**src/design/dthm_level_ram.sv**
```systemverilog
// Level store of one source: single-port RAM, read-first, registered read data.
// Depends on nothing.
`default_nettype none

module dthm_level_ram #(
    parameter int ADDR_W = 9,
    parameter int DATA_W = 8
) (
    input  wire logic              i_clk,
    input  wire logic              i_en,
    input  wire logic              i_we,
    input  wire logic [ADDR_W-1:0] i_addr,
    input  wire logic [DATA_W-1:0] i_wdata,
    output logic      [DATA_W-1:0] o_rdata
);

    logic [DATA_W-1:0] r_mem [2**ADDR_W];
    logic [DATA_W-1:0] r_rdata;

    always_ff @(posedge i_clk) begin
        if (i_en) begin
            if (i_we) begin
                r_mem[i_addr] <= i_wdata;
            end
            r_rdata <= r_mem[i_addr];
        end
    end

    assign o_rdata = r_rdata;

endmodule

`default_nettype wire

```
**config.mk**
```make
export PLATFORM = sky130hd
export DESIGN_NAME = dthm_level_ram
export DESIGN_NICKNAME = d
export VERILOG_FILES = /design/src/design/dthm_level_ram.sv
export SDC_FILE = /design/constraint.sdc
export NUM_CORES = 2
export LEC_CHECK = 0
export BUFFER_PORTS_ARGS = -buffer_cell sky130_fd_sc_hd__buf_2
export CORE_ASPECT_RATIO = 0.75
export CORE_MARGIN = 2
export CORE_UTILIZATION = 35
export CTS_CLUSTER_SIZE = 30
export DETAILED_ROUTE_END_ITERATION = 10
export PLACE_DENSITY = 0.5
export SETUP_SLACK_MARGIN = 0.1
export SYNTH_ARGS = -nofsm -noshare
export SYNTH_HDL_FRONTEND = slang
export SYNTH_SLANG_ARGS = --single-unit
```
**constraint.sdc**
```tcl
create_clock -name i_clk -period 8.7 [get_ports i_clk]
set_input_delay 0.435 -clock i_clk [delete_from_list [all_inputs] [get_ports i_clk]]
set_output_delay 0.435 -clock i_clk [all_outputs]
set_load 0.02 [all_outputs]
```
==> flow_metrics.env <==
export IMPL_cp_data_required_time_ps=9340
export IMPL_cp_max_fo=62
export IMPL_nets=7723
export IMPL_timing_rr_start="r_mem[439][1]"
export IMPL_ys_ff_latch=4104
export IMPL_hpwl_microns=284000
export IMPL_htreeDepth=5
export IMPL_rows=214
export IMPL_drive_above_1_share=0.212
export IMPL_max_freq_ghz=0.206
export IMPL_io_pins=28
export IMPL_synthAdderAreaFrac=0
export IMPL_drc_errors=0
export IMPL_synth_edf_count=4104
export IMPL_p_comb_frac=0.047
export IMPL_post_drt_via_cell_ratio=5.63
export IMPL_cts_buffers=399
export IMPL_startpoint="i_addr[1]"
export IMPL_pwr_density_cell_nw_per_um2=230
export IMPL_synth_simple_gate_area_share=0.0256
export IMPL_grt_pass1_vias=77800
export IMPL_crit_path_end="o_rdata[2]"
export IMPL_p_leak_uw=0.0553
export IMPL_insertion_delay_ps=950
export IMPL_cts_sinks=4104
export IMPL_area_growth_pct=12.9
export IMPL_syn_inst=7562
export IMPL_ys_types=65
export IMPL_crit_path_end_kind="register"
export IMPL_fin_skew_ps=53.0
export IMPL_pwr_share_clk=0.425
export IMPL_postSynthAreaPerCell_sq_um=21.0
export IMPL_synth_nets=7582
export IMPL_slew_headroom=0.0305
export IMPL_yosys_area_share_xor_xnor=0
export IMPL_final_area_sq_um=179000
export IMPL_root_buffer="clkbuf_16"
export IMPL_ant_nets=0
export IMPL_p_total_uw=41200
export IMPL_die_h_microns=588
export IMPL_synthTopCellsByArea="edfxtp_1, mux4_2, mux2i_1"
export IMPL_place_congestion=0.832
export IMPL_post_cts_buffers=0
export IMPL_dieArea_sq_um=460000
export IMPL_critical_path_cell_chain="buf_12 > buf_4 > buf_4 > mux4_2 > a22oi_1 > o22ai_1 > or4_1 > nor4_1 > buf_4 > nand4_1"
export IMPL_multiInputGateArea_sq_um=33600
export IMPL_syn_cell_area_sq_um=159000
export IMPL_critPathKind="primary input to register"
export IMPL_p_sw_uw=8900
export IMPL_cap_viol_max_count=0
export IMPL_r2r_end="o_rdata[1]"
export IMPL_muxShareOfSynthArea=0.156
export IMPL_track_usage=0.195
export IMPL_finalSetupViolCount=0
export IMPL_crit_path_top_delay_cell="nor4_1"
export IMPL_rsz0062_at_grt="no"
export IMPL_antenna_found_initial=49
export IMPL_r2r_worst_path_cells=8
export IMPL_synthArstFlopShare=0
export IMPL_seq_area_frac_synth=0.775
export IMPL_setup_ws_ps=3850
export IMPL_slowest_delay_ps=940
export IMPL_crit_arrival_ps=5490
export IMPL_fin_tns_setup_ps=0
export IMPL_drt_wl_total_microns=462000
export IMPL_regToRegSetupSlack_ps=4550
export IMPL_first_iter_violations=10600
export IMPL_intPower_uw=32300
export IMPL_seq_area_sq_um=123000
export IMPL_start_util=0.351
export IMPL_wire_per_inst_microns=32.8
export IMPL_synth_top_area_share=0.775
export IMPL_synth_compound_area_frac=0.0279
export IMPL_ys_warn_count=0
export IMPL_overflow=0
export IMPL_status="finished clean"
export IMPL_first_pass_iters=5
export IMPL_pre_cts_slack_ps=2740
export IMPL_slew_violations=0
export IMPL_hold_class="primary input to register"
export IMPL_cts_tree="done"
export IMPL_io_buffers=27
export IMPL_grt_pass1_wl_microns=636000
export IMPL_p_sw_frac=0.216
export IMPL_ir_drop_mv=0.163
export IMPL_placedCellCount=13300
export IMPL_synth_top_family_by_area="multiplexers"
export IMPL_core_sq_um=453000
export IMPL_power_frac_seq=0.529
export IMPL_fill_cells=40100
export IMPL_min_period_ps=4850
export IMPL_postPlaceCellArea_sq_um=166000
export IMPL_vias=79300
export IMPL_final_hold_viol_count=0
export IMPL_cts_path_max_buffers=4
export IMPL_grt_max_degree=203
export IMPL_start_kind="primary input"
export IMPL_stdcell_count=14100
export IMPL_post_route_period_util=0.558
export IMPL_synth_flop_cell="edfxtp_1"
export IMPL_crit_path_frequent_cell="buf_4"
export IMPL_tightest_slew_ps=1450
export IMPL_clk_pin_slew_ps=60
export IMPL_die_x_microns=782
export IMPL_yosysTopAreaCell="edfxtp_1"
[through the flow]
stage                      util  hold slack [ps]
after floorplan               -              534
after global placement    0.368              909
after detailed placement  0.368              919
after CTS                 0.396              141
after global routing      0.396              230
final                     0.396              244
[registers in the layout, summed over array words and instances (netlist names)]
register and count:
o_rdata 8, r_mem 4096
[cell usage in the layout, fill, tap and decap left out, drive strengths merged, types with 7 or more instances in the layout]
cell type | netlist | final
a31oi | 26 | 26
clkbuf | 180 | 487
a21oi | 52 | 52
a2bb2oi | 7 | 7
and2 | 20 | 20
nor4 | 29 | 29
nor3 | 30 | 30
o221ai | 7 | 7
nor2 | 591 | 591
nand2 | 100 | 100
o2111ai | 8 | 8
a22o | 33 | 33
mux2i | 519 | 519
mux4 | 862 | 862
a211oi | 11 | 11
o211ai | 16 | 16
dlygate4sd3 | 0 | 9
nor2b | 12 | 12
bufinv | 0 | 45
clkinvlp | 0 | 15
edfxtp | 4104 | 4104
mux2 | 18 | 18
o22ai | 189 | 189
a22oi | 124 | 124
clkinv | 2 | 165
o21ai | 64 | 64
or4 | 7 | 7
and3 | 39 | 39
diode | 0 | 19
buf | 301 | 212
nand3 | 57 | 57
o21a | 9 | 9
inv | 4 | 14
nand4 | 16 | 16
a221oi | 40 | 40
[cells by family (layout without fill, tap and decap cells)]
logic type,Yosys count,in the layout
other,0,19
flip-flops,4104,4104
AO/OA/AOI/OAI,639,639
multiplexers,1399,1399
AND/OR/NAND/NOR,933,933
buffers and inverters,487,947
[power by group through the flow]
| stage | combinational, uW | sequential (uW) | clock, uW |
|---|---|---|---|
| floorplan | 955 | 22200 | 0 |
| global placement | 1900 | 22200 | 0 |
| detailed placement | 1920 | 22200 | 0 |
| CTS | 1930 | 21800 | 17700 |
| global route | 2000 | 21800 | 18500 |
| finish | 1920 | 21800 | 17500 |
[worst min-delay path by stage]
stage	start	to	slack [ps]	depth (start not counted)
CTS	i_addr[6]	o_rdata[6]	140	4
global placement	i_wdata[3]	r_mem[334][3]	910	1
global route	i_addr[6]	o_rdata[6]	230	4
finish	i_addr[6]	o_rdata[6]	240	4
detailed placement	i_wdata[2]	r_mem[7][2]	920	1
floorplan	i_wdata[0]	r_mem[0][0]	530	0
[area by class of cell]
type | count | share of cell area
Clock buffer | 487 | 0.0584
Antenna cell | 19 | 0.000265
Multi-Input combinational cell | 2971 | 0.187
Clock inverter | 233 | 0.0135
Tap cell | 6048 | 0.0422
Sequential cell | 4104 | 0.687
Inverter | 6 | 0.000195
Timing Repair Buffer | 221 | 0.0114
[synthesized netlist by cell type, types with 5 or more instances]
master / count
mux2i_1: 519
nand4_1: 16
o211ai_1: 16
and3b_1: 5
mux4_2: 862
nand3_1: 57
o21ai_0: 64
buf_6: 19
nor4_1: 29
a21oi_1: 52
o21a_1: 9
nor2_1: 591
nand2_1: 100
a2bb2oi_1: 7
clkbuf_1: 180
buf_2: 197
nor3_1: 30
o221ai_1: 7
nand3b_1: 6
a22o_1: 33
a31oi_1: 26
nor2b_1: 12
mux2_2: 18
a32oi_1: 6
a221oi_1: 40
o2111ai_1: 8
a22oi_1: 124
nor3b_1: 6
buf_4: 43
edfxtp_1: 4104
buf_1: 42
a311oi_1: 5
o22ai_1: 189
and2_1: 18
o22a_1: 5
and3_1: 39
or4_1: 7
a211oi_1: 11
[critical path, delay by kind of cell]
family / cells / cell delay (ps)
buffers and inverters: 4 / 2070
AND/OR/NAND/NOR: 3 / 1560
AO/OA/AOI/OAI: 2 / 750
multiplexers: 1 / 430
[what timing repair did]
item | 4_1_cts | 5_1_grt
hold buffers | 9 | 0
resized for setup | 0 | 0
endpoints found under the hold margin | 329 | 0
[per-layer routing]
layer | track usage | part of all wire
met1 | 0.302 | 0.45
met2 | 0.282 | 0.43
met3 | 0.0459 | 0.094
met4 | 0.0401 | 0.020
met5 | 0 | 0.00010
No activity file was read; power rests on OpenSTA's default activity.
