## src/design/dthm_pkg.sv

```systemverilog
// Package for the two-source HTP DMX merge core.
// Holds field widths, operation codes and the payload and control struct types.
// No dependencies.
`default_nettype none

package dthm_pkg;

    localparam int IP_W               = 32;
    localparam int CNT_W              = 10;
    localparam int IDX_W              = 9;
    localparam int LVL_W              = 8;
    localparam int UNIVERSE_SLOTS_DEF = 512;

    typedef enum logic [1:0] {
        OP_DATA   = 2'd0,
        OP_CANCEL = 2'd1,
        OP_CLEAR  = 2'd2,
        OP_READ   = 2'd3
    } t_op;

    typedef struct packed {
        t_op               operation;
        logic [IP_W-1:0]   sender_ip;
        logic [CNT_W-1:0]  packet_slots;
        logic [IDX_W-1:0]  slot_index;
        logic [LVL_W-1:0]  slot_value;
    } t_in_item;

    typedef struct packed {
        logic [IDX_W-1:0]  out_index;
        logic [LVL_W-1:0]  merged_value;
        logic [CNT_W-1:0]  merged_slots;
        logic              accepted;
    } t_out_item;

    // Per-item decision from the source tracker to the merge stage
    typedef struct packed {
        logic              wr_a;
        logic              wr_b;
        logic              accepted;
        logic              live_a;
        logic              live_b;
        logic [CNT_W-1:0]  merged_slots;
    } t_src_ctl;

endpackage

`default_nettype wire

```

## src/design/dthm_merge_out.sv

```systemverilog
// Merge stage: picks the live level of each source, takes the larger one
// and holds the result in the output register. Uses dthm_pkg.
`default_nettype none

module dthm_merge_out (
    input  wire logic                    i_clk,
    input  wire logic                    i_rst_n,
    input  wire logic                    i_valid,
    output logic                         o_take,
    input  wire dthm_pkg::t_src_ctl      i_ctl,
    input  wire logic [dthm_pkg::IDX_W-1:0] i_index,
    input  wire logic [dthm_pkg::LVL_W-1:0] i_value,
    input  wire logic [dthm_pkg::LVL_W-1:0] i_rd_a,
    input  wire logic [dthm_pkg::LVL_W-1:0] i_rd_b,
    output logic                         o_out_valid,
    input  wire logic                    i_out_ready,
    output dthm_pkg::t_out_item          o_out_data
);

    import dthm_pkg::*;

    logic             r_valid;
    t_out_item        r_data;
    logic [LVL_W-1:0] lvl_a, lvl_b;

    // store reads are read-first: use the byte this item wrote
    always_comb begin
        lvl_a = '0;
        lvl_b = '0;
        if (i_ctl.live_a) begin
            lvl_a = i_ctl.wr_a ? i_value : i_rd_a;
        end
        if (i_ctl.live_b) begin
            lvl_b = i_ctl.wr_b ? i_value : i_rd_b;
        end
    end

    assign o_take = !r_valid || i_out_ready;

    always_ff @(posedge i_clk) begin
        if (!i_rst_n) begin
            r_valid <= 1'b0;
        end else if (o_take) begin
            r_valid <= i_valid;
        end
    end

    always_ff @(posedge i_clk) begin
        if (o_take && i_valid) begin
            r_data.out_index    <= i_index;
            r_data.merged_value <= (lvl_a > lvl_b) ? lvl_a : lvl_b;
            r_data.merged_slots <= i_ctl.merged_slots;
            r_data.accepted     <= i_ctl.accepted;
        end
    end

    assign o_out_valid = r_valid;
    assign o_out_data  = r_data;

endmodule

`default_nettype wire

```

## config.mk

```make
export PLATFORM = sky130hd
export DESIGN_NAME = dthm_merge_out
export DESIGN_NICKNAME = d
export VERILOG_FILES = /design/src/design/dthm_pkg.sv /design/src/design/dthm_merge_out.sv
export SDC_FILE = /design/constraint.sdc
export NUM_CORES = 1
export LEC_CHECK = 0
export ABC_AREA = 1
export BUFFER_PORTS_ARGS = -buffer_cell sky130_fd_sc_hd__clkbuf_2
export CORE_UTILIZATION = 44
export DETAILED_ROUTE_END_ITERATION = 8
export PLACE_DENSITY = 0.8
export SLEW_MARGIN = 10
export SYNTH_ARGS = -nofsm -noshare
export SYNTH_HDL_FRONTEND = slang
export SYNTH_SLANG_ARGS = --single-unit
```

## constraint.sdc

```tcl
create_clock -name i_clk -period 3.21 [get_ports i_clk]
set_input_delay 0.642 -clock i_clk [delete_from_list [all_inputs] [get_ports i_clk]]
set_output_delay 0.642 -clock i_clk [all_outputs]
set_load 0.01 [all_outputs]
```

==> results_dict.tcl <==
set metrics [dict create \
    period_share_pct 70.8 \
    p_total_uw 832 \
    fin_hold_ws_ps 498 \
    place_ws_ps 607 \
    synth_top_cell_by_area "edfxtp_1" \
    synth_fp_nets 208 \
    rows 20 \
    finalSetupViolations 0 \
    timing.max_cap.violations 0 \
    leakagePower_nw 0.991 \
    core_area_um2 3100 \
    endpoint "o_out_data[14]$_DFFE_PP_" \
    start_kind "primary input" \
    ys_top_cells_by_area "edfxtp_1, nor2_1, ha_1" \
    start_util_pct 47.5 \
    clk_latency_ps 310 \
    ys.flop_type "edfxtp_1" \
    fin_tns_setup_ps 0 \
    synthTopCellsByCount "nor2_1, edfxtp_1, nand2_1" \
    crit_type "primary input to flop" \
    cp-end-kind "flop" \
    hold_path_class "primary input to flop" \
    grt_pass1_wl_um 4870 \
    drc 0 \
    cts_hold_buf 0 \
    layout-drive-gt1-share_pct 40.7 \
    antenna_found_initial 0 \
    outcome "finished, final reports clean" \
    dp_hpwl_um 2680 \
    max_stage_delay_ps 300 \
    die_y_um 59.9 \
    h-tree-depth 2 \
    gr-total-overflow 0 \
    synth_edf_count 28 \
    grt_max_degree 29 \
    p_int_uw 607 \
    drt-total-wl_um 3120 \
    p_per_area_nw_per_um2 419 \
    final_cell_area_um2 1990 \
    pwr-share-clk_pct 22.0 \
    cts_buffer_depth 2 \
    skew_ps 2.95 \
    diodes 0 \
    die_x_um 59.9 \
    numPortBuffers 81 \
    switching_share_pct 27.0 \
    post_cts_buffers 0 \
    reg2reg_depth 2 \
    ys_ff_latch 29 \
    detail_route.wl_per_cell_um 11.1 \
    clk_pin_slew_ps 80 \
    crit_chain "clkbuf_2, inv_2, nor2_1, nor3_1, inv_1, ha_1, nand2_1, inv_1, nand2_1, nand2_1, nand2_1, nand2_4, nand2_4, nand2_1, nand2_1" \
    synth.cell_area_um2 1470 \
    r2r_start "o_out_valid$_SDFFE_PN0N_" \
    synth_most_common_cell "nor2_1" \
    syn_area_per_cell_um2 9.96 \
    maxSlewViolCount 0 \
    fmax_mhz 440 \
    worst_slew_pin_slew_ps 322 \
    period_needed_ps 2270 \
    peakVddDrop_mv 0.153 \
    gp_congestion 0.838 \
    seq_area_frac_synth_pct 58.4 \
    p_seq_share_pct 54.9 \
    ant_nets 0 \
    hold_viol 0 \
    vias 1315 \
    track_usage_pct 18.8 \
    r2r-end "o_out_data[13]$_DFFE_PP_" \
    critPathSlowestCell "ha_1" \
    syn_to_final_growth_pct 34.7 \
    switchingPower_uw 225 \
    viasPerCell 4.70 \
    dr.pass1.iters 4 \
    root_buffer "clkbuf_4" \
    fin_ws_ps 936 \
    maxSlewHeadroom_pct 78.4 \
    yosys.cell_types.count 19 \
    placement.cell_area_um2 1940 \
    setup.worst_path.start "i_ctl[13]" \
    rrSetupSlack_ps 2110 \
    nets 296 \
    p_comb_share_pct 23.1 \
    grt_pass1_vias 1185 \
    cts_buffers 5 \
    clkSinkCount 29 \
    crit_fanout 9 \
    synth_top_cell_area_share_pct 57.0 \
    cts_resized 0 \
    die_area_um2 3590 \
    cts_tree "yes" \
    ios 82 \
    rsz0062_at_grt "false" \
    required_ps 3280 \
    cp.arrival_ps 2350 \
    yosys_warnings 0 \
    cpMostUsedCell "nand2_1" \
    syn-instance-count 148 \
    async_flop_share_pct 0 \
    dr.first_iter.drc_count 24 \
]
state kept, by name, indices dropped and copies added, names as in the netlist:
name / flops
o_out_valid: 1
o_out_data: 28
worst max-delay path: cells and delay by family:
kind	cells	cell delay, ps
fa+ha+maj	1	300
buf+inv	4	510
simple gates	10	890
per-stage QoR:
step | utilization [%] | cells
2_1_floorplan | - | 148
3_3_place_gp | 62.5 | 273
3_5_place_dp | 62.5 | 273
4_1_cts | 64.0 | 280
5_1_grt | 64.0 | 280
6_report | 64.0 | 280
cell families (layout without fill, tap and decap cells):
logic type | after synthesis | after routing | synth area share [%]
simple gates | 79 | 79 | 24.9
buf+inv | 19 | 107 | 4.92
compound gates | 13 | 13 | 5.01
fa+ha+maj | 8 | 8 | 6.79
flops | 29 | 29 | 58.4
per-layer routing:
metal	GRT usage (%)	wire, um	up-vias
li1	-	-	669
met1	19.7	1220	569
met2	33.7	1500	71
met3	6.71	350	6
met4	7.64	46	0
met5	0	0	-
power groups by stage:
stage	logic, mW	clock network [mW]	registers [mW]
2_1_floorplan	0.0984	0	0.482
3_3_place_gp	0.189	0	0.466
3_5_place_dp	0.194	0	0.466
4_1_cts	0.195	0.192	0.457
5_1_grt	0.218	0.205	0.460
6_report	0.192	0.183	0.457
cells in the final DEF (no fill, tap or decap), types with 5 or more instances in the layout:
cell type / Yosys / routed
nand3_1: 8 / 8
ha_1: 8 / 8
edfxtp_1: 28 / 28
clkbuf_4: 0 / 5
nand2_1: 25 / 25
inv_1: 17 / 17
o21ai_0: 8 / 8
clkbuf_2: 0 / 81
nor3_1: 8 / 8
nor2_1: 32 / 32
worst min-delay path by stage:
stage / endpoint / from / slack [ps] / depth (start not counted)
3_5_place_dp: o_out_valid$_SDFFE_PN0N_ / o_out_valid$_SDFFE_PN0N_ / 520 / 2
3_3_place_gp: o_out_valid$_SDFFE_PN0N_ / o_out_valid$_SDFFE_PN0N_ / 520 / 2
4_1_cts: o_out_data[7]$_DFFE_PP_ / i_ctl[6] / 480 / 1
2_1_floorplan: o_out_valid$_SDFFE_PN0N_ / o_out_valid$_SDFFE_PN0N_ / 600 / 2
5_1_grt: o_out_data[7]$_DFFE_PP_ / i_ctl[6] / 480 / 1
6_report: o_out_data[3]$_DFFE_PP_ / i_ctl[2] / 500 / 1
area by class of cell:
class / instances / area [um^2]
fill: 287 / 1120
sequential: 29 / 861
multi-input combinational: 100 / 544
timing repair buffer: 82 / 413
inverter: 18 / 67.6
tap: 44 / 55.1
clock buffer: 6 / 41.3
clock inverter: 1 / 3.75
Note: power is estimated with default switching activity, not from simulation.
