[src/design/dthm_pkg.sv]
// Package for the two-source HTP DMX merge core.
// Holds field widths, operation codes and the payload and control struct types.
// No dependencies.
`default_nettype none

package dthm_pkg;

    localparam int IP_W               = 32;
    localparam int CNT_W              = 10;
    localparam int IDX_W              = 9;
    localparam int LVL_W              = 8;
    localparam int UNIVERSE_SLOTS_DEF = 512;

    typedef enum logic [1:0] {
        OP_DATA   = 2'd0,
        OP_CANCEL = 2'd1,
        OP_CLEAR  = 2'd2,
        OP_READ   = 2'd3
    } t_op;

    typedef struct packed {
        t_op               operation;
        logic [IP_W-1:0]   sender_ip;
        logic [CNT_W-1:0]  packet_slots;
        logic [IDX_W-1:0]  slot_index;
        logic [LVL_W-1:0]  slot_value;
    } t_in_item;

    typedef struct packed {
        logic [IDX_W-1:0]  out_index;
        logic [LVL_W-1:0]  merged_value;
        logic [CNT_W-1:0]  merged_slots;
        logic              accepted;
    } t_out_item;

    // Per-item decision from the source tracker to the merge stage
    typedef struct packed {
        logic              wr_a;
        logic              wr_b;
        logic              accepted;
        logic              live_a;
        logic              live_b;
        logic [CNT_W-1:0]  merged_slots;
    } t_src_ctl;

endpackage

`default_nettype wire

[src/design/dthm_source_ctrl.sv]
// Source tracker: sender addresses, slot counts, valid extents and merged count.
// Decides per item which store is written and which levels are live. Uses dthm_pkg.
`default_nettype none

module dthm_source_ctrl #(
    parameter int UNIVERSE_SLOTS = dthm_pkg::UNIVERSE_SLOTS_DEF
) (
    input  wire logic              i_clk,
    input  wire logic              i_rst_n,
    input  wire logic              i_step,
    input  wire dthm_pkg::t_in_item i_item,
    output dthm_pkg::t_src_ctl     o_ctl
);

    import dthm_pkg::*;

    localparam logic [CNT_W-1:0] UNIV = CNT_W'(UNIVERSE_SLOTS);

    logic [IP_W-1:0]  r_a_addr, n_a_addr, r_b_addr, n_b_addr;
    logic [CNT_W-1:0] r_a_cnt, n_a_cnt, r_b_cnt, n_b_cnt;
    logic [CNT_W-1:0] r_a_ext, n_a_ext, r_b_ext, n_b_ext;
    logic [CNT_W-1:0] r_merged, n_merged;

    logic [CNT_W-1:0] slots_sat;
    logic [CNT_W-1:0] idx_ext;
    logic [CNT_W-1:0] idx_next;
    logic             in_range;
    logic             wr_a, wr_b, acc;

    // New extent of the written source, limited to its count
    function automatic logic [CNT_W-1:0] f_ext(
        input logic [CNT_W-1:0] ext,
        input logic             stored,
        input logic [CNT_W-1:0] idx,
        input logic [CNT_W-1:0] idx_p1,
        input logic [CNT_W-1:0] slots
    );
        logic [CNT_W-1:0] e;
        e = ext;
        if (stored) begin
            if (idx == '0) begin
                e = CNT_W'(1);
            end else if (idx_p1 > e) begin
                e = idx_p1;
            end
        end
        if (e > slots) begin
            e = slots;
        end
        return e;
    endfunction

    always_comb begin
        slots_sat = (i_item.packet_slots > UNIV) ? UNIV : i_item.packet_slots;
        idx_ext   = {1'b0, i_item.slot_index};
        idx_next  = idx_ext + CNT_W'(1);
        in_range  = idx_ext < slots_sat;

        n_a_addr = r_a_addr;
        n_b_addr = r_b_addr;
        n_a_cnt  = r_a_cnt;
        n_b_cnt  = r_b_cnt;
        n_a_ext  = r_a_ext;
        n_b_ext  = r_b_ext;
        n_merged = r_merged;
        wr_a     = 1'b0;
        wr_b     = 1'b0;
        acc      = 1'b0;

        case (i_item.operation)
            OP_DATA: begin
                if (i_item.sender_ip != '0) begin
                    // first sender claims A and drops B's levels
                    if (r_a_addr == '0) begin
                        n_a_addr = i_item.sender_ip;
                        n_b_ext  = '0;
                    end
                    if (i_item.sender_ip == n_a_addr) begin
                        acc     = 1'b1;
                        wr_a    = in_range;
                        n_a_cnt = slots_sat;
                        n_a_ext = f_ext(r_a_ext, in_range, idx_ext, idx_next, slots_sat);
                    end else begin
                        if (r_b_addr == '0) begin
                            n_b_addr = i_item.sender_ip;
                        end
                        if (i_item.sender_ip == n_b_addr) begin
                            acc     = 1'b1;
                            wr_b    = in_range;
                            n_b_cnt = slots_sat;
                            n_b_ext = f_ext(n_b_ext, in_range, idx_ext, idx_next, slots_sat);
                        end
                    end
                    if (acc) begin
                        n_merged = (n_a_cnt > n_b_cnt) ? n_a_cnt : n_b_cnt;
                    end
                end
            end
            OP_CANCEL: begin
                if (r_a_addr != i_item.sender_ip) begin
                    n_a_addr = '0;
                    n_a_ext  = '0;
                end
                if (r_b_addr != i_item.sender_ip) begin
                    n_b_addr = '0;
                    n_b_ext  = '0;
                end
            end
            OP_CLEAR: begin
                n_a_addr = '0;
                n_b_addr = '0;
                n_a_ext  = '0;
                n_b_ext  = '0;
                n_merged = UNIV;
            end
            OP_READ: begin
            end
            default: begin
            end
        endcase

        o_ctl.wr_a         = wr_a;
        o_ctl.wr_b         = wr_b;
        o_ctl.accepted     = acc;
        o_ctl.live_a       = idx_ext < n_a_ext;
        o_ctl.live_b       = idx_ext < n_b_ext;
        o_ctl.merged_slots = n_merged;
    end

    always_ff @(posedge i_clk) begin
        if (!i_rst_n) begin
            r_a_addr <= '0;
            r_b_addr <= '0;
            r_a_cnt  <= '0;
            r_b_cnt  <= '0;
            r_a_ext  <= '0;
            r_b_ext  <= '0;
            r_merged <= '0;
        end else if (i_step) begin
            r_a_addr <= n_a_addr;
            r_b_addr <= n_b_addr;
            r_a_cnt  <= n_a_cnt;
            r_b_cnt  <= n_b_cnt;
            r_a_ext  <= n_a_ext;
            r_b_ext  <= n_b_ext;
            r_merged <= n_merged;
        end
    end

    a_one_store: assert property (@(posedge i_clk) disable iff (!i_rst_n)
        i_step |-> $onehot0({wr_a, wr_b}))
        else $error("both level stores written by one transfer");

    a_ext_in_count: assert property (@(posedge i_clk) disable iff (!i_rst_n)
        r_a_ext <= r_a_cnt && r_b_ext <= r_b_cnt)
        else $error("source extent beyond its slot count");

    a_unclaimed_empty: assert property (@(posedge i_clk) disable iff (!i_rst_n)
        (r_a_addr != '0 || r_a_ext == '0) && (r_b_addr != '0 || r_b_ext == '0))
        else $error("unclaimed source still has a live extent");

    a_merged_bound: assert property (@(posedge i_clk) disable iff (!i_rst_n)
        r_merged <= UNIV)
        else $error("merged slot count beyond universe size");

endmodule

`default_nettype wire

[config.mk]
export PLATFORM = sky130hd
export DESIGN_NAME = dthm_source_ctrl
export DESIGN_NICKNAME = d
export VERILOG_FILES = /design/src/design/dthm_pkg.sv /design/src/design/dthm_source_ctrl.sv
export SDC_FILE = /design/constraint.sdc
export NUM_CORES = 1
export LEC_CHECK = 0
export BUFFER_PORTS_ARGS = -buffer_cell sky130_fd_sc_hd__buf_2
export CAP_MARGIN = 0
export CORE_MARGIN = 8
export CORE_UTILIZATION = 65
export DETAILED_ROUTE_END_ITERATION = 8
export GPL_ROUTABILITY_DRIVEN = 0
export PLACE_DENSITY = 0.85
export SLEW_MARGIN = 20
export SYNTH_ARGS = -nofsm -noshare
export SYNTH_HDL_FRONTEND = slang
export SYNTH_SLANG_ARGS = --single-unit
[constraint.sdc]
create_clock -name i_clk -period 25.5 [get_ports i_clk]
set_input_delay 3.825 -clock i_clk [delete_from_list [all_inputs] [get_ports i_clk]]
set_output_delay 3.825 -clock i_clk [all_outputs]
set_load 0.02 [all_outputs]
==> results.yml, run 1 <==
pwr:
  swShare_pct: 50.9
  vdd.ir_drop.worst_mv: 0.175
  power_frac_comb_pct: 66.8
  leakage_nw: 4.02
  internal_power_w: 0.000756
  seq_power_share_pct: 17.0
  p_sw_w: 0.000782
  power_per_cell_area_mw_per_mm2: 166
  clkPwrFrac_pct: 16.2
synth:
  synth_ff_type: "dfxtp_1"
  ys_ff_latch: 114
  syn_nets: 1174
  synth_warnings: 0
  synthesis.area_sq_mm: 0.00821
  async_reset_ff_share_pct: 0
  synthCells: 1030
  ys_seq_area_share_pct: 27.8
  syn_area_per_cell_sq_um: 7.97
  ys_types: 68
  synth_edf_count: 0
run_status:
  status: "complete, no violations"
floorplan:
  dieHeight_um: 128
  rows: 41
  num_io_pins: 79
  dieArea_sq_mm: 0.0165
  die_x_um: 128
  initial_utilization_pct: 65.9
  coreArea_sq_mm: 0.0125
global_routing:
  grt_overflow: 0
  antenna_found_initial: 0
  grt_pass1_wl_um: 39900
  grt_usage_pct: 30.2
  first_global_vias: 7995
  grt_start_max_net_pins: 41
cts:
  insertion_delay_ps: 420
  ctsHoldBuffers: 0
  cts_max_path_buffers: 2
  postCtsSetupRepairBufs: 0
  root_buffer: "clkbuf_16"
  cts_tree: "done"
  ctsResizeCount: 0
  clkSinkCount: 114
  numCtsBuffers: 17
  clk_pin_slew_ps: 50
  htreeDepth: 4
job:
  cap_violations: 0
detailed_routing:
  routed_wl_um: 24300
  wl_per_cell_um: 19.2
  route.detailed.drc: 0
  dr.pass1.iters: 5
  num_vias: 8250
  initialDrtViolationCount: 819
  route.antenna.remaining_nets: 0
  vias_per_cell: 6.50
timing:
  finalSetupTns_ps: 0
  fin_skew_ps: 4.78
  finalHoldViolations: 0
  layout_min_cycle_time_ps: 14980
  setup_violations: 0
  fin_crit_sh_pct: 58.8
  worst_slew_pin_slew_ps: 992
  rsz0062_at_grt: "no"
  max_freq_mhz: 66.7
  maxSlewHeadroom_pct: 33.9
  whs_ps: 460
  finalMaxSlewViolations: 0
critical_path:
  cp_data_required_time_ps: 21670
  worst_ep_arrival_time_ps: 11160
  criticalPathCategory: "input port to primary output"
  start_kind: "input port"
  cp_max_fo: 15
  end_kind: "primary output"
layout:
  area_delta_synth_final_pct: 13.1
  drive_above_1_share_pct: 13.5
  nets: 1229
  n_antenna_cell: 0
min_path:
  hp-class: "register to register"
placement:
  port_buffers: 70
  dpl.hpwl_um: 17900
## Yosys cell counts, types with 5 or more instances
cell	count	area share, %
a211oi_1	29	2.7
a21o_1	6	0.55
a21oi_1	99	6.0
a22oi_1	5	0.46
a31oi_1	8	0.61
and2_1	6	0.46
buf_2	8	0.49
buf_6	5	0.69
clkbuf_1	29	1.3
dfxtp_1	114	28
ha_1	80	12
inv_1	57	2.6
mux2_2	14	1.9
mux2i_1	16	2.0
nand2_1	74	3.4
nand2b_1	5	0.38
nand3_1	17	1.0
nand4_1	24	1.8
nor2_1	137	6.3
nor2b_1	14	1.1
nor3_1	17	1.0
nor4_1	46	3.5
o211ai_1	10	0.91
o21a_1	11	1.0
o21ai_0	36	2.2
o22ai_1	15	1.1
o31ai_1	5	0.46
o32ai_1	5	0.53
xnor2_1	5	0.53
xor2_1	66	7.0
## state kept, by name, summed over array words and instances (netlist names)
name	flops
r_a_addr	32
r_b_addr	32
r_a_cnt	10
r_a_ext	10
r_b_cnt	10
r_b_ext	10
r_merged	10
## kinds of logic (layout without fill, tap and decap cells)
logic type	after synthesis	count (layout)	synth area share, %
DFF	114	114	27.8
muxes	32	32	4.24
adders and majority gates	80	80	12.2
and+or+nand+nor	358	358	20.7
AOI/OAI and AO/OA	272	272	22.1
xor gates and xnor gates	71	71	7.57
buffers and inverters	103	170	5.43
## critical path, stage by stage
cell and delay, ps:
buf_2 100, nor4_1 270, nand3_1 100, a21boi_0 510, inv_1 260, ha_1 370, nand4b_1 150, or4_1 570
o211ai_2 210, a311oi_2 60, buf_4 230, mux2i_1 260, nor2_1 100, ha_1 350, a2111o_1 460, o31ai_2 750
nor3_2 300, a22o_1 270, a31oi_2 200, ha_1 280, a21o_1 190, a211o_1 280, o211ai_1 110, a21oi_1 120
or3_1 320, o21ai_0 290, buf_2 230
## routing by layer
| metal | GRT usage (%) | share of wire (%) |
|---|---|---|
| met1 | 37.4 | 43 |
| met2 | 47.9 | 46 |
| met3 | 6.08 | 7.7 |
| met4 | 17.1 | 4.2 |
| met5 | 0 | 0 |
## power groups by stage
stage | Sequential, W | Combinational, W | Clock (W)
after floorplan | 0.000252 | 0.000801 | 0
final | 0.000261 | 0.00103 | 0.000250
after global routing | 0.000265 | 0.00113 | 0.000259
after global placement | 0.000259 | 0.000976 | 0
after CTS | 0.000259 | 0.00101 | 0.000250
after detailed placement | 0.000261 | 0.000999 | 0
## cell type report
| type | count | area, sq um |
|---|---|---|
| Clock buffer | 23 | 498 |
| Fill cell | 961 | 3180 |
| Tap cell | 172 | 215 |
| Timing Repair Buffer | 81 | 433 |
| Inverter | 58 | 218 |
| Multi-Input combinational cell | 813 | 5520 |
| Sequential cell | 114 | 2280 |
| Clock inverter | 8 | 125 |
## final timing paths
check / from / end / slack, ps / cells after the start
setup reg to reg: r_a_addr[11] / r_b_ext[0] / 19550 / 21
hold reg to reg: r_merged[5] / r_merged[5] / 460 / 2
hold / removal: r_merged[5] / r_merged[5] / 460 / 2
setup / recovery: i_item[22] / o_ctl[11] / 10520 / 27
## through the flow
step | utilization, % | power (W) | instance area [sq um] | instances | worst slack, ps
global route | 74.5 | 0.00165 | 9290 | 1269 | 10150
CTS | 74.5 | 0.00152 | 9290 | 1269 | 10650
global placement | 69.5 | 0.00124 | 8670 | 1238 | 10850
detailed placement | 69.5 | 0.00126 | 8670 | 1238 | 10740
floorplan | - | 0.00105 | 8210 | 1030 | 11770
finish | 74.5 | 0.00154 | 9290 | 1269 | 10520
## layout by cell type (no fill, tap or decap), types with 14 or more instances in the layout
| cell | count |
|---|---|
| nor2_1 | 137 |
| dfxtp_1 | 114 |
| a21oi_1 | 99 |
| ha_1 | 80 |
| nand2_1 | 74 |
| buf_2 | 70 |
| xor2_1 | 66 |
| inv_1 | 57 |
| nor4_1 | 45 |
| o21ai_0 | 36 |
| a211oi_1 | 29 |
| nand4_1 | 24 |
| nand3_1 | 17 |
| clkbuf_16 | 17 |
| mux2i_1 | 16 |
| nor3_1 | 16 |
| o22ai_1 | 15 |
| mux2_2 | 14 |
| nor2b_1 | 14 |
No activity file was read; power rests on OpenSTA's default activity.
==> run 2, diff against run 1 <==
--- a/config.mk
+++ b/config.mk
@@ -5,13 +5,14 @@
 export SDC_FILE = /design/constraint.sdc
 export NUM_CORES = 1
 export LEC_CHECK = 0
+export ABC_AREA = 1
 export BUFFER_PORTS_ARGS = -buffer_cell sky130_fd_sc_hd__buf_2
 export CAP_MARGIN = 0
 export CORE_MARGIN = 8
-export CORE_UTILIZATION = 65
+export CORE_UTILIZATION = 62
 export DETAILED_ROUTE_END_ITERATION = 8
 export GPL_ROUTABILITY_DRIVEN = 0
-export PLACE_DENSITY = 0.85
+export PLACE_DENSITY = 0.81
 export SLEW_MARGIN = 20
 export SYNTH_ARGS = -nofsm -noshare
 export SYNTH_HDL_FRONTEND = slang
==> constraint.sdc (replaced) <==
create_clock -name i_clk -period 15.5 [get_ports i_clk]
set_input_delay 2.325 -clock i_clk [delete_from_list [all_inputs] [get_ports i_clk]]
set_output_delay 2.325 -clock i_clk [all_outputs]
set_load 0.02 [all_outputs]
==> run 2 against run 1 <==
Core utilization decreased by 4.8 points. Hold slack improved by 18 ps. Sequential power increased by 39%. Critical path depth increased by 11. Critical endpoint unchanged. Largest cell class unchanged. Largest power group unchanged.
==> results.yml, run 2 <==
run_status:
  status: "complete, no violations"
job:
  cap_violations: 0
critical_path:
  criticalPathCategory: "input port to primary output"
  end_kind: "primary output"
  cp_max_fo: 17
  start_kind: "input port"
  cp_slowest_cell: "nor2_1"
  cp_data_required_time_ps: 13180
  worst_ep_arrival_time_ps: 8970
  cpMostUsedCell: "inv_1"
  critPathMaxStageDelay_ps: 570
  cpLargestDelayFamily: "simple AND/OR/NAND/NOR gates"
  path_buf_inv: 10
floorplan:
  die_x_um: 141
  initial_utilization_pct: 63.3
  dieArea_sq_mm: 0.0198
  rows: 45
  coreArea_sq_mm: 0.0152
  dieHeight_um: 141
  num_io_pins: 79
timing:
  fin_crit_sh_pct: 72.9
  finalMaxSlewViolations: 0
  setup_violations: 0
  whs_ps: 478
  max_freq_mhz: 88.6
  maxSlewHeadroom_pct: 30.6
  layout_min_cycle_time_ps: 11290
  finalHoldViolations: 0
  finalSetupTns_ps: 0
  worst_slew_pin_slew_ps: 1030
  fin_ws_ps: 4210
  rsz0062_at_grt: "no"
  fin_skew_ps: 18.0
detailed_routing:
  vias_per_cell: 5.51
  num_vias: 9771
  dr.pass1.iters: 5
  routed_wl_um: 25700
  route.detailed.drc: 0
  wl_per_cell_um: 14.5
  initialDrtViolationCount: 787
  route.antenna.remaining_nets: 0
synth:
  yosysMostFrequentCell: "nand2_1"
  ys_types: 50
  synthCells: 1527
  synth_top_cells_by_area: "dfxtp_1, nand2_1, ha_1, inv_1, nor2_1"
  syn_nets: 1671
  synth_top_area_share_pct: 23.7
  ys_seq_area_share_pct: 23.7
  synth_edf_count: 0
  synth_top_area_cell: "dfxtp_1"
  async_reset_ff_share_pct: 0
  synth_warnings: 0
  synthTopCellsByCount: "nand2_1, inv_1, nor2_1"
  synth_ff_type: "dfxtp_1"
  syn_area_per_cell_sq_um: 6.30
  ys_ff_latch: 114
  synthesis.area_sq_mm: 0.00963
cts:
  postCtsSetupRepairBufs: 0
  numCtsBuffers: 17
  ctsHoldBuffers: 0
  clk_pin_slew_ps: 60
  clkSinkCount: 114
  insertion_delay_ps: 430
  ctsResizeCount: 0
  htreeDepth: 4
  cts_max_path_buffers: 2
  cts_tree: "done"
  root_buffer: "clkbuf_16"
global_routing:
  grt_usage_pct: 25.8
  grt_start_max_net_pins: 65
  first_global_vias: 9015
  grt_pass1_wl_um: 42300
  antenna_found_initial: 2
  grt_overflow: 0
layout:
  final_core_util_pct: 69.7
  nets: 1714
  drive_above_1_share_pct: 10.9
  top_regs: "r_a_addr: 32 flops, r_b_addr: 32 flops"
  layout_common_cells: "nand2_1, inv_1, nor2_1"
  final_common_cell: "nand2_1"
  area_delta_synth_final_pct: 10.0
  num-fill-cells: 1358
placement:
  dpl.hpwl_um: 19000
  dp_slack_ps: 4360
  port_buffers: 70
pwr:
  power_per_cell_area_mw_per_mm2: 156
  vdd.ir_drop.worst_mv: 0.126
  leakage_nw: 5.45
min_path:
  hp-class: "register to register"
run 2: final timing paths:
kind                                    from      endpoint  slack [ps]  cells past startpoint
worst min register to register  r_a_addr[12]  r_a_addr[12]         480                      2
worst min-delay path            r_a_addr[12]  r_a_addr[12]         480                      2
worst max register to register   r_a_addr[6]    r_b_ext[3]       10260                     33
worst max-delay path              i_item[18]     o_ctl[11]        4210                     38
run 2: logic make-up (layout without fill, tap and decap cells):
group / Yosys count / after routing / share of synthesized area (%)
flops: 114 / 114 / 23.7
other cells: 0 / 1 / 0
fa+ha+maj: 80 / 80 / 10.4
xor+xnor: 44 / 44 / 4.00
simple gates: 739 / 739 / 32.1
buf+inv: 302 / 358 / 12.6
compound gates: 248 / 248 / 17.3
run 2: routing by layer:
layer | vias up | global-route usage, % | wire, um
met2 | 309 | 41.8 | 11600
met1 | 4409 | 33.7 | 11900
met3 | 49 | 5.50 | 1650
met5 | - | 0 | 10
li1 | 5002 | - | -
met4 | 2 | 8.09 | 460
run 2: final cells by class:
type / count / area, sq um / share of cell area, %
well taps: 188 / 235 / 2.22
repair buffers: 73 / 373 / 3.52
diodes: 1 / 2.50 / 0.0236
clock inverters: 11 / 129 / 1.22
multi-input cells: 1111 / 6160 / 58.1
clock buffers: 21 / 460 / 4.35
flip-flops and latches: 114 / 2280 / 21.5
inverters: 253 / 952 / 8.99
run 2: worst min-delay path, stage by stage (launching register included):
cell	delay [ps]
dfxtp_1	320
inv_1	60
a211oi_1	50
run 2: power breakdown:
group          internal, W  switching [W]
registers         0.000336      0.0000282
clock network     0.000246       0.000152
logic             0.000302       0.000589
total             0.000884       0.000769
run 2: through the flow:
step                std cells  cell area [sq um]  total power, W
floorplan                1527               9630         0.00106
global placement         1739               9990         0.00122
detailed placement       1739               9990         0.00124
CTS                      1771              10600         0.00164
global route             1772              10600         0.00179
finish                   1772              10600         0.00165
